`config.mk`:
```
export PLATFORM = sky130hd
export DESIGN_NAME = first_fit_free_list_allocator_unit
export DESIGN_NICKNAME = d
export VERILOG_FILES = /design/src/hdl/ffa_pkg.sv /design/src/hdl/ffa_ram.sv /design/src/hdl/ffa_free_table.sv /design/src/hdl/first_fit_free_list_allocator_unit.sv
export VERILOG_INCLUDE_DIRS = /design/src /design/src/hdl
export SDC_FILE = /design/constraint.sdc
export NUM_CORES = 2
export LEC_CHECK = 0
export BUFFER_PORTS_ARGS = -buffer_cell sky130_fd_sc_hd__buf_2
export CORE_AREA = 2 2 453 455
export CTS_CLUSTER_DIAMETER = 150
export DETAILED_ROUTE_END_ITERATION = 8
export DIE_AREA = 0 0 455 457
export PLACE_DENSITY_LB_ADDON = 0.15
export SYNTH_ARGS = -nofsm -noshare
export SYNTH_HDL_FRONTEND = slang
export SYNTH_SLANG_ARGS = --single-unit
```
`constraint.sdc`:
```
create_clock -name clk_i -period 8.3 [get_ports clk_i]
set_input_delay 0.83 -clock clk_i [delete_from_list [all_inputs] [get_ports clk_i]]
set_output_delay 0.83 -clock clk_i [all_outputs]
set_load 0.005 [all_outputs]
```
`src/hdl/assert_macros.svh`:
```
// assertion helper macros for the allocator rtl
// no dependencies; compiled out when NO_ASSERTIONS is defined
`ifndef ASSERT_MACROS_SVH
`define ASSERT_MACROS_SVH

`ifndef NO_ASSERTIONS

`define ASSERT_PROP(name, clk, rst_n, prop) \
  name: assert property (@(posedge clk) disable iff (!rst_n) prop) \
    else $error("assertion failed: %m");

`define ASSERT_NEVER(name, clk, rst_n, expr) \
  name: assert property (@(posedge clk) disable iff (!rst_n) !(expr)) \
    else $error("forbidden condition seen: %m");

`else

`define ASSERT_PROP(name, clk, rst_n, prop)

`define ASSERT_NEVER(name, clk, rst_n, expr)

`endif

`endif

```
`src/hdl/ffa_pkg.sv`:
```
// shared types and constants of the first-fit free list allocator
// no dependencies
package ffa_pkg;

  localparam int unsigned HEAP_BYTES       = 65536;
  localparam int unsigned MAX_FREE_REGIONS = 64;
  localparam int unsigned HEADER_BYTES     = 16;

  localparam int unsigned ADDR_W = 16;
  localparam int unsigned LEN_W  = 17;
  localparam int unsigned IDX_W  = $clog2(MAX_FREE_REGIONS);
  localparam int unsigned CNT_W  = $clog2(MAX_FREE_REGIONS + 1);

  localparam logic [1:0] ST_OK   = 2'd0;
  localparam logic [1:0] ST_OOM  = 2'd1;
  localparam logic [1:0] ST_FULL = 2'd2;

  localparam logic KIND_ALLOC = 1'b0;
  localparam logic KIND_FREE  = 1'b1;

  typedef struct packed {
    logic [ADDR_W-1:0] start;
    logic [LEN_W-1:0]  length;
  } entry_t;

  localparam int unsigned ENTRY_W = $bits(entry_t);

  typedef struct packed {
    logic             en;
    logic [IDX_W-1:0] idx;
  } rd_req_t;

  typedef struct packed {
    logic             en;
    logic [IDX_W-1:0] idx;
    entry_t           data;
  } wr_req_t;

endpackage

```
`src/hdl/ffa_ram.sv`:
```
// generic single write port, single read port ram with registered read
// no dependencies
module ffa_ram #(
  parameter int unsigned WIDTH = 8,
  parameter int unsigned DEPTH = 16
) (
  input  logic                     clk_i,
  input  logic                     we_i,
  input  logic [$clog2(DEPTH)-1:0] waddr_i,
  input  logic [WIDTH-1:0]         wdata_i,
  input  logic                     re_i,
  input  logic [$clog2(DEPTH)-1:0] raddr_i,
  output logic [WIDTH-1:0]         rdata_o
);

  logic [WIDTH-1:0] mem_q [DEPTH];
  logic [WIDTH-1:0] rdata_q;

  always_ff @(posedge clk_i) begin
    if (we_i) begin
      mem_q[waddr_i] <= wdata_i;
    end
    if (re_i) begin
      rdata_q <= mem_q[raddr_i];
    end
  end

  assign rdata_o = rdata_q;

endmodule

```
`src/hdl/ffa_free_table.sv`:
```
// free region table: ram of start/length entries plus the reset image of entry 0
// depends on ffa_pkg and ffa_ram
module ffa_free_table import ffa_pkg::*; (
  input  logic    clk_i,
  input  logic    rst_ni,
  input  rd_req_t rd_req_i,
  input  wr_req_t wr_req_i,
  output entry_t  rd_entry_o
);

  localparam entry_t RESET_ENTRY = '{start: '0, length: LEN_W'(HEAP_BYTES)};

  logic [ENTRY_W-1:0] ram_rdata;
  logic [IDX_W-1:0]   rd_idx_q;
  logic               e0_written_q;

  ffa_ram #(
    .WIDTH (ENTRY_W),
    .DEPTH (MAX_FREE_REGIONS)
  ) u_ram (
    .clk_i   (clk_i),
    .we_i    (wr_req_i.en),
    .waddr_i (wr_req_i.idx),
    .wdata_i (wr_req_i.data),
    .re_i    (rd_req_i.en),
    .raddr_i (rd_req_i.idx),
    .rdata_o (ram_rdata)
  );

  always_ff @(posedge clk_i or negedge rst_ni) begin
    if (!rst_ni) begin
      rd_idx_q     <= '0;
      e0_written_q <= 1'b0;
    end else begin
      if (rd_req_i.en) begin
        rd_idx_q <= rd_req_i.idx;
      end
      if (wr_req_i.en && (wr_req_i.idx == '0)) begin
        e0_written_q <= 1'b1;
      end
    end
  end

  // entry 0 reads as the whole heap until first written
  assign rd_entry_o = ((rd_idx_q == '0) && !e0_written_q) ? RESET_ENTRY : entry_t'(ram_rdata);

endmodule

```
`src/hdl/first_fit_free_list_allocator_unit.sv`:
```
// first-fit free list allocator: one item at a time, entries scanned one per cycle.
// free: the new entry is written when the item is taken, then the result passes through S_FIN.
// allocate: entries are scanned from entry 0 until one fits; when the region is taken whole,
// later entries are moved up one place (one ram access per table entry at most).
// the next item is taken once the result sits in the output register.
// reset: table holds one region covering the heap, no result pending; no clearing pass.
`include "assert_macros.svh"

module first_fit_free_list_allocator_unit import ffa_pkg::*; (
  input  logic              clk_i,
  input  logic              rst_ni,
  input  logic              in_valid_i,
  output logic              in_ready_o,
  input  logic              kind_i,
  input  logic [ADDR_W-1:0] region_address_i,
  input  logic [LEN_W-1:0]  byte_count_i,
  output logic              out_valid_o,
  input  logic              out_ready_i,
  output logic [1:0]        status_o,
  output logic [ADDR_W-1:0] granted_address_o,
  output logic [LEN_W-1:0]  granted_size_o
);

  localparam logic [1:0] S_IDLE  = 2'd0;
  localparam logic [1:0] S_SCAN  = 2'd1;
  localparam logic [1:0] S_SHIFT = 2'd2;
  localparam logic [1:0] S_FIN   = 2'd3;

  logic [1:0]        state_q, state_d;
  logic [IDX_W-1:0]  rd_idx_q, rd_idx_d;
  logic [CNT_W-1:0]  cnt_q, cnt_d;
  logic [LEN_W-1:0]  want_q, want_d;
  logic [1:0]        res_status_q, res_status_d;
  logic [ADDR_W-1:0] res_addr_q, res_addr_d;
  logic [LEN_W-1:0]  res_size_q, res_size_d;
  logic              out_valid_q, out_valid_d;
  logic [1:0]        out_status_q;
  logic [ADDR_W-1:0] out_addr_q;
  logic [LEN_W-1:0]  out_size_q;
  logic              out_load;

  rd_req_t          rd_req;
  wr_req_t          wr_req;
  entry_t           rd_entry;
  logic             fit;
  logic [LEN_W-1:0] rest;
  logic             split;
  logic [CNT_W-1:0] nxt;

  ffa_free_table u_table (
    .clk_i      (clk_i),
    .rst_ni     (rst_ni),
    .rd_req_i   (rd_req),
    .wr_req_i   (wr_req),
    .rd_entry_o (rd_entry)
  );

  assign in_ready_o = (state_q == S_IDLE);
  assign fit        = (rd_entry.length >= want_q);
  assign rest       = rd_entry.length - want_q;
  assign split      = (rest > LEN_W'(HEADER_BYTES));
  assign nxt        = CNT_W'(rd_idx_q) + CNT_W'(1);

  always_comb begin
    state_d      = state_q;
    rd_idx_d     = rd_idx_q;
    cnt_d        = cnt_q;
    want_d       = want_q;
    res_status_d = res_status_q;
    res_addr_d   = res_addr_q;
    res_size_d   = res_size_q;
    out_load     = 1'b0;
    rd_req.en    = 1'b0;
    rd_req.idx   = nxt[IDX_W-1:0];
    wr_req.en    = 1'b0;
    wr_req.idx   = rd_idx_q;
    wr_req.data  = rd_entry;

    unique case (state_q)
      S_IDLE: begin
        if (in_valid_i) begin
          res_addr_d = '0;
          res_size_d = '0;
          if (kind_i == KIND_FREE) begin
            state_d = S_FIN;
            if (cnt_q >= CNT_W'(MAX_FREE_REGIONS)) begin
              res_status_d = ST_FULL;
            end else begin
              wr_req.en          = 1'b1;
              wr_req.idx         = cnt_q[IDX_W-1:0];
              wr_req.data.start  = region_address_i;
              wr_req.data.length = byte_count_i;
              cnt_d              = cnt_q + CNT_W'(1);
              res_status_d       = ST_OK;
            end
          end else begin
            want_d = byte_count_i;
            if (cnt_q == '0) begin
              res_status_d = ST_OOM;
              state_d      = S_FIN;
            end else begin
              rd_req.en  = 1'b1;
              rd_req.idx = '0;
              rd_idx_d   = '0;
              state_d    = S_SCAN;
            end
          end
        end
      end
      S_SCAN: begin
        if (fit) begin
          res_status_d = ST_OK;
          res_addr_d   = rd_entry.start;
          if (split) begin
            wr_req.en          = 1'b1;
            wr_req.data.start  = rd_entry.start + want_q[ADDR_W-1:0];
            wr_req.data.length = rest;
            res_size_d         = want_q;
            state_d            = S_FIN;
          end else begin
            // region taken whole, later entries move up one place
            res_size_d = rd_entry.length;
            cnt_d      = cnt_q - CNT_W'(1);
            if (nxt < cnt_q) begin
              rd_req.en = 1'b1;
              rd_idx_d  = nxt[IDX_W-1:0];
              state_d   = S_SHIFT;
            end else begin
              state_d = S_FIN;
            end
          end
        end else if (nxt < cnt_q) begin
          rd_req.en = 1'b1;
          rd_idx_d  = nxt[IDX_W-1:0];
        end else begin
          res_status_d = ST_OOM;
          res_addr_d   = '0;
          res_size_d   = '0;
          state_d      = S_FIN;
        end
      end
      S_SHIFT: begin
        // cnt_q already holds the shrunken count here
        wr_req.en  = 1'b1;
        wr_req.idx = rd_idx_q - IDX_W'(1);
        if (nxt <= cnt_q) begin
          rd_req.en = 1'b1;
          rd_idx_d  = nxt[IDX_W-1:0];
        end else begin
          state_d = S_FIN;
        end
      end
      S_FIN: begin
        if (!out_valid_q || out_ready_i) begin
          out_load = 1'b1;
          state_d  = S_IDLE;
        end
      end
      default: begin
        state_d = S_IDLE;
      end
    endcase
  end

  always_comb begin
    out_valid_d = out_valid_q && !out_ready_i;
    if (out_load) begin
      out_valid_d = 1'b1;
    end
  end

  always_ff @(posedge clk_i or negedge rst_ni) begin
    if (!rst_ni) begin
      state_q     <= S_IDLE;
      rd_idx_q    <= '0;
      cnt_q       <= CNT_W'(1);
      out_valid_q <= 1'b0;
    end else begin
      state_q     <= state_d;
      rd_idx_q    <= rd_idx_d;
      cnt_q       <= cnt_d;
      out_valid_q <= out_valid_d;
    end
  end

  always_ff @(posedge clk_i) begin
    want_q       <= want_d;
    res_status_q <= res_status_d;
    res_addr_q   <= res_addr_d;
    res_size_q   <= res_size_d;
    if (out_load) begin
      out_status_q <= res_status_q;
      out_addr_q   <= res_addr_q;
      out_size_q   <= res_size_q;
    end
  end

  assign out_valid_o       = out_valid_q;
  assign status_o          = out_status_q;
  assign granted_address_o = out_addr_q;
  assign granted_size_o    = out_size_q;

  `ASSERT_NEVER(a_cnt_in_range, clk_i, rst_ni, cnt_q > CNT_W'(MAX_FREE_REGIONS))
  `ASSERT_PROP(a_scan_in_table, clk_i, rst_ni, (state_q == S_SCAN) |-> (CNT_W'(rd_idx_q) < cnt_q))
  `ASSERT_PROP(a_item_leaves_idle, clk_i, rst_ni, (in_valid_i && in_ready_o) |=> (state_q != S_IDLE))
  `ASSERT_PROP(a_result_from_fin, clk_i, rst_ni, $rose(out_valid_q) |-> ($past(state_q) == S_FIN))

endmodule
```
==> flow_metrics.tcl <==
set metrics [dict create \
    syn-cell-area_sq_mm 0.09085 \
    grt_antenna_before_repair 11 \
    postSynthRegisterBits 2255 \
    synth.avg_cell_area_sq_um 13.69 \
    r2r_setup_slack_ns 1.38 \
    p_leak_nw 33.56 \
    synth_xor_area_share_pct 0.4049 \
    status "complete, no violations" \
    worstSkewPairLatency_ns 0.89 \
    power_frac_clock_pct 21.3 \
    synth-simple-area-share_pct 11.02 \
    final_cell_mix "edfxtp_1, nand2_1, nand3_1, o221ai_1, a21oi_1" \
    power_frac_seq_pct 36.8 \
    die_h_um 457 \
    grt_pass1_vias 56310 \
    crit_path_max_incr_delay_ns 0.59 \
    cts-root-buf "clkbuf_16" \
    num_rows 166 \
    ant_nets 0 \
    layout_commonest_cell "edfxtp_1" \
    vias 59040 \
    place.port_buffers 74 \
    fin_util_pct 50.79 \
    worst-r2r-cell-count 19 \
    routed_wl_um 290000 \
    maxSlewHeadroom_pct 12.56 \
    arrival_ns 7.53 \
    synth_cell_types 78 \
    crit_path_start_kind "flip-flop" \
    end_kind "flip-flop" \
    design_area_sq_mm 0.1033 \
    grt_pass1_wl_um 413500 \
    worstPathCellList "nor3_1, nand2_1, buf_4, nand2_1, inv_1, ha_1, nand2b_1, a2111oi_0, a211oi_1, a41o_1, a311oi_2, xnor2_1, or4_4, nor4_4, buf_4, nor2_1, or3_1, nand3_2, buf_4" \
    synthTopCellsByArea "edfxtp_1, nand2_1, o221ai_1, nand3_1, a21oi_1" \
    firstDrtPassIters 5 \
    grt_overflow 0 \
    hp-class "in -> reg" \
    path_depth 19 \
    path_buf_inv 4 \
    finalPower_mw 46.26 \
    worst_pin_slew_ns 1.304 \
    rr_endpoint "u_table.u_ram.mem_q[48][32]" \
    critPathRequiredTime_ns 8.91 \
    drc 0 \
    ys_warn_count 0 \
    max_freq_mhz 144.5 \
    synth_compound_area_share_pct 10.59 \
    p_sw_share_pct 42.41 \
    clockBufferDepth 3 \
    slew_viol_final 0 \
    cp-startpoint "u_table.rd_idx_q[1]" \
    cts.sinks 2255 \
    drv_cap 0 \
    nNetsFinal 6792 \
    start_util_pct 44.68 \
    setup_viol 0 \
    clock-skew-final_ns 0.04740 \
    ys_dominant_reg_cell "edfxtp_1" \
    synth_top_family_by_area "simple AND/OR/NAND/NOR gates" \
    ios 75 \
    cts_tree "yes" \
    crit_family "simple AND/OR/NAND/NOR gates" \
    grt_max_degree 149 \
    power_frac_comb_pct 41.9 \
    slowest_stage "a2111oi_0" \
    yosys.area.top_type "edfxtp_1" \
    dpl_cell_area_sq_mm 0.09616 \
    h-tree-depth 4 \
    core_sq_mm 0.2033 \
    netlist.area_leader.share_pct 73.77 \
    synth-async-reset-ratio_pct 1.020 \
    syn_inst 6637 \
    drt-initial-drc-count 7451 \
    cts_setup_buffers 0 \
    dp_hpwl_um 168100 \
    gp_congestion 0.9171 \
    syn_to_final_growth_pct 13.68 \
    die_w_um 455 \
    ir_drop_mv 0.4260 \
    synthAdderAreaFrac_pct 0.6858 \
    synth_nets 6722 \
    dieArea_sq_mm 0.2079 \
    drive_gt1_share_pct 11.18 \
    netSwitchingPower_mw 19.62 \
    power.density_mw_per_mm2 447.9 \
    critical_path_class "reg -> reg" \
    hold_violations 0 \
    final.setup.tns_ns 0 \
    grt_use_total_pct 27.51 \
    timing.hold.ws_ns 0.1908 \
    grt_setup_unrepaired "false" \
    synth-seq-area-share_pct 74.41 \
    reg2reg_from "u_table.rd_idx_q[1]" \
    cts.reportedPaths.clkPinSlew_ns 0.06 \
    path_max_fanout 39 \
    holdPathStages 1 \
    critPathMostFrequentCell "buf_4" \
    synthMuxAreaShare_pct 0.5288 \
    viasPerCell 6.157 \
    cts_buffers 231 \
    min_period_ns 6.922 \
    internal-power_mw 26.64 \
    finalCritPeriodShare_pct 83.39 \
    wl_per_cell_um 30.25 \
    endpoint "u_table.u_ram.mem_q[48][32]" \
    synth-edff-count 2232 \
]
==> cell type report <==
cell class	instances	area, sq um
Fill cell	17080	100100
Sequential cell	2255	67600
Multi-Input combinational cell	3815	22130
Clock buffer	296	6067
Tap cell	2688	3363
Timing Repair Buffer	329	2788
Clock inverter	126	1030
Inverter	75	282.8
Antenna cell	5	12.51
==> power by group through the flow <==
stage | clock network (mW) | registers (mW) | logic, mW
after global routing | 10.4 | 17.1 | 20.4
after floorplan | 0 | 17.5 | 9.67
final | 9.84 | 17.0 | 19.4
after CTS | 9.97 | 17.0 | 19.2
after global placement | 0 | 17.2 | 18.9
after detailed placement | 0 | 17.3 | 19.1
==> worst register-to-register path, stage by stage (launching register included) <==
cell and delay [ns]:
dfrtp_1 0.39, nor3_1 0.50, nand2_1 0.10, buf_4 0.31
nand2_1 0.23, inv_1 0.10, ha_1 0.28, nand2b_1 0.19
a2111oi_0 0.59, a211oi_1 0.16, a41o_1 0.28, a311oi_2 0.36
xnor2_1 0.20, or4_4 0.57, nor4_4 0.46, buf_4 0.31
nor2_1 0.13, or3_1 0.39, nand3_2 0.53, buf_4 0.51
==> per-stage QoR <==
step / setup slack, ns / instances
floorplan: 0.6399 / 6637
global placement: 1.340 / 9161
detailed placement: 1.520 / 9161
CTS: 1.493 / 9584
global route: 0.9205 / 9585
finish: 1.378 / 9589
==> worst min-delay path by stage <==
stage | endpoint | start | slack [ns]
6_report | want_q[3] | byte_count_i[3] | 0.19
3_3_place_gp | granted_address_o[4] | res_addr_q[4] | 0.40
2_1_floorplan | granted_address_o[0] | res_addr_q[0] | 0.40
5_1_grt | want_q[3] | byte_count_i[3] | 0.16
3_5_place_dp | status_o[1] | res_status_q[1] | 0.41
4_1_cts | want_q[3] | byte_count_i[3] | 0.13
==> synthesized netlist by cell type, drive strengths merged, types with 12 or more instances <==
| library cell | instances |
|---|---|
| buf | 47 |
| edfxtp | 2232 |
| ha | 45 |
| clkbuf | 445 |
| nand3 | 722 |
| a211oi | 93 |
| nor2 | 133 |
| inv | 74 |
| nand2b | 12 |
| dfrtp | 22 |
| o21ai | 76 |
| o311ai | 35 |
| a311oi | 111 |
| nor2b | 21 |
| xnor2 | 32 |
| nor3 | 22 |
| nand2 | 1362 |
| mux2i | 39 |
| a21o | 13 |
| a21oi | 380 |
| o221ai | 436 |
| a31oi | 129 |
==> logic make-up (layout without fill, tap and decap cells) <==
kind of cell | count (synthesis) | in the layout
buf+inv | 567 | 826
flops | 2255 | 2255
other cells | 0 | 5
compound gates | 1345 | 1345
fa+ha+maj | 49 | 49
mux | 47 | 47
simple gates | 2332 | 2332
xor+xnor | 42 | 42
==> metal layers <==
| metal | GRT usage [%] | up-vias | wire, um |
|---|---|---|---|
| met2 | 42.65 | 2706 | 134000 |
| met4 | 9.776 | 0 | 10940 |
| li1 | - | 25830 | - |
| met3 | 4.217 | 411 | 23470 |
| met1 | 39.49 | 30100 | 121600 |
| met5 | 0 | - | 0 |
==> repair_timing <==
| item | 4_1_cts | 5_1_grt |
|---|---|---|
| endpoints found under the hold margin | 22 | 0 |
| hold buffers | 1 | 0 |
| gates resized for setup | 0 | 0 |
==> registers in the layout (all words and copies together), names as in the netlist, 6 cells and up <==
register	cells
res_size_q	17
res_addr_q	16
u_table.u_ram.rdata_o	33
want_q	17
granted_address_o	16
rd_idx_q	6
u_table.u_ram.mem_q	2112
granted_size_o	17
u_table.rd_idx_q	6
cnt_q	7
Power figures use the tool's default switching activity.
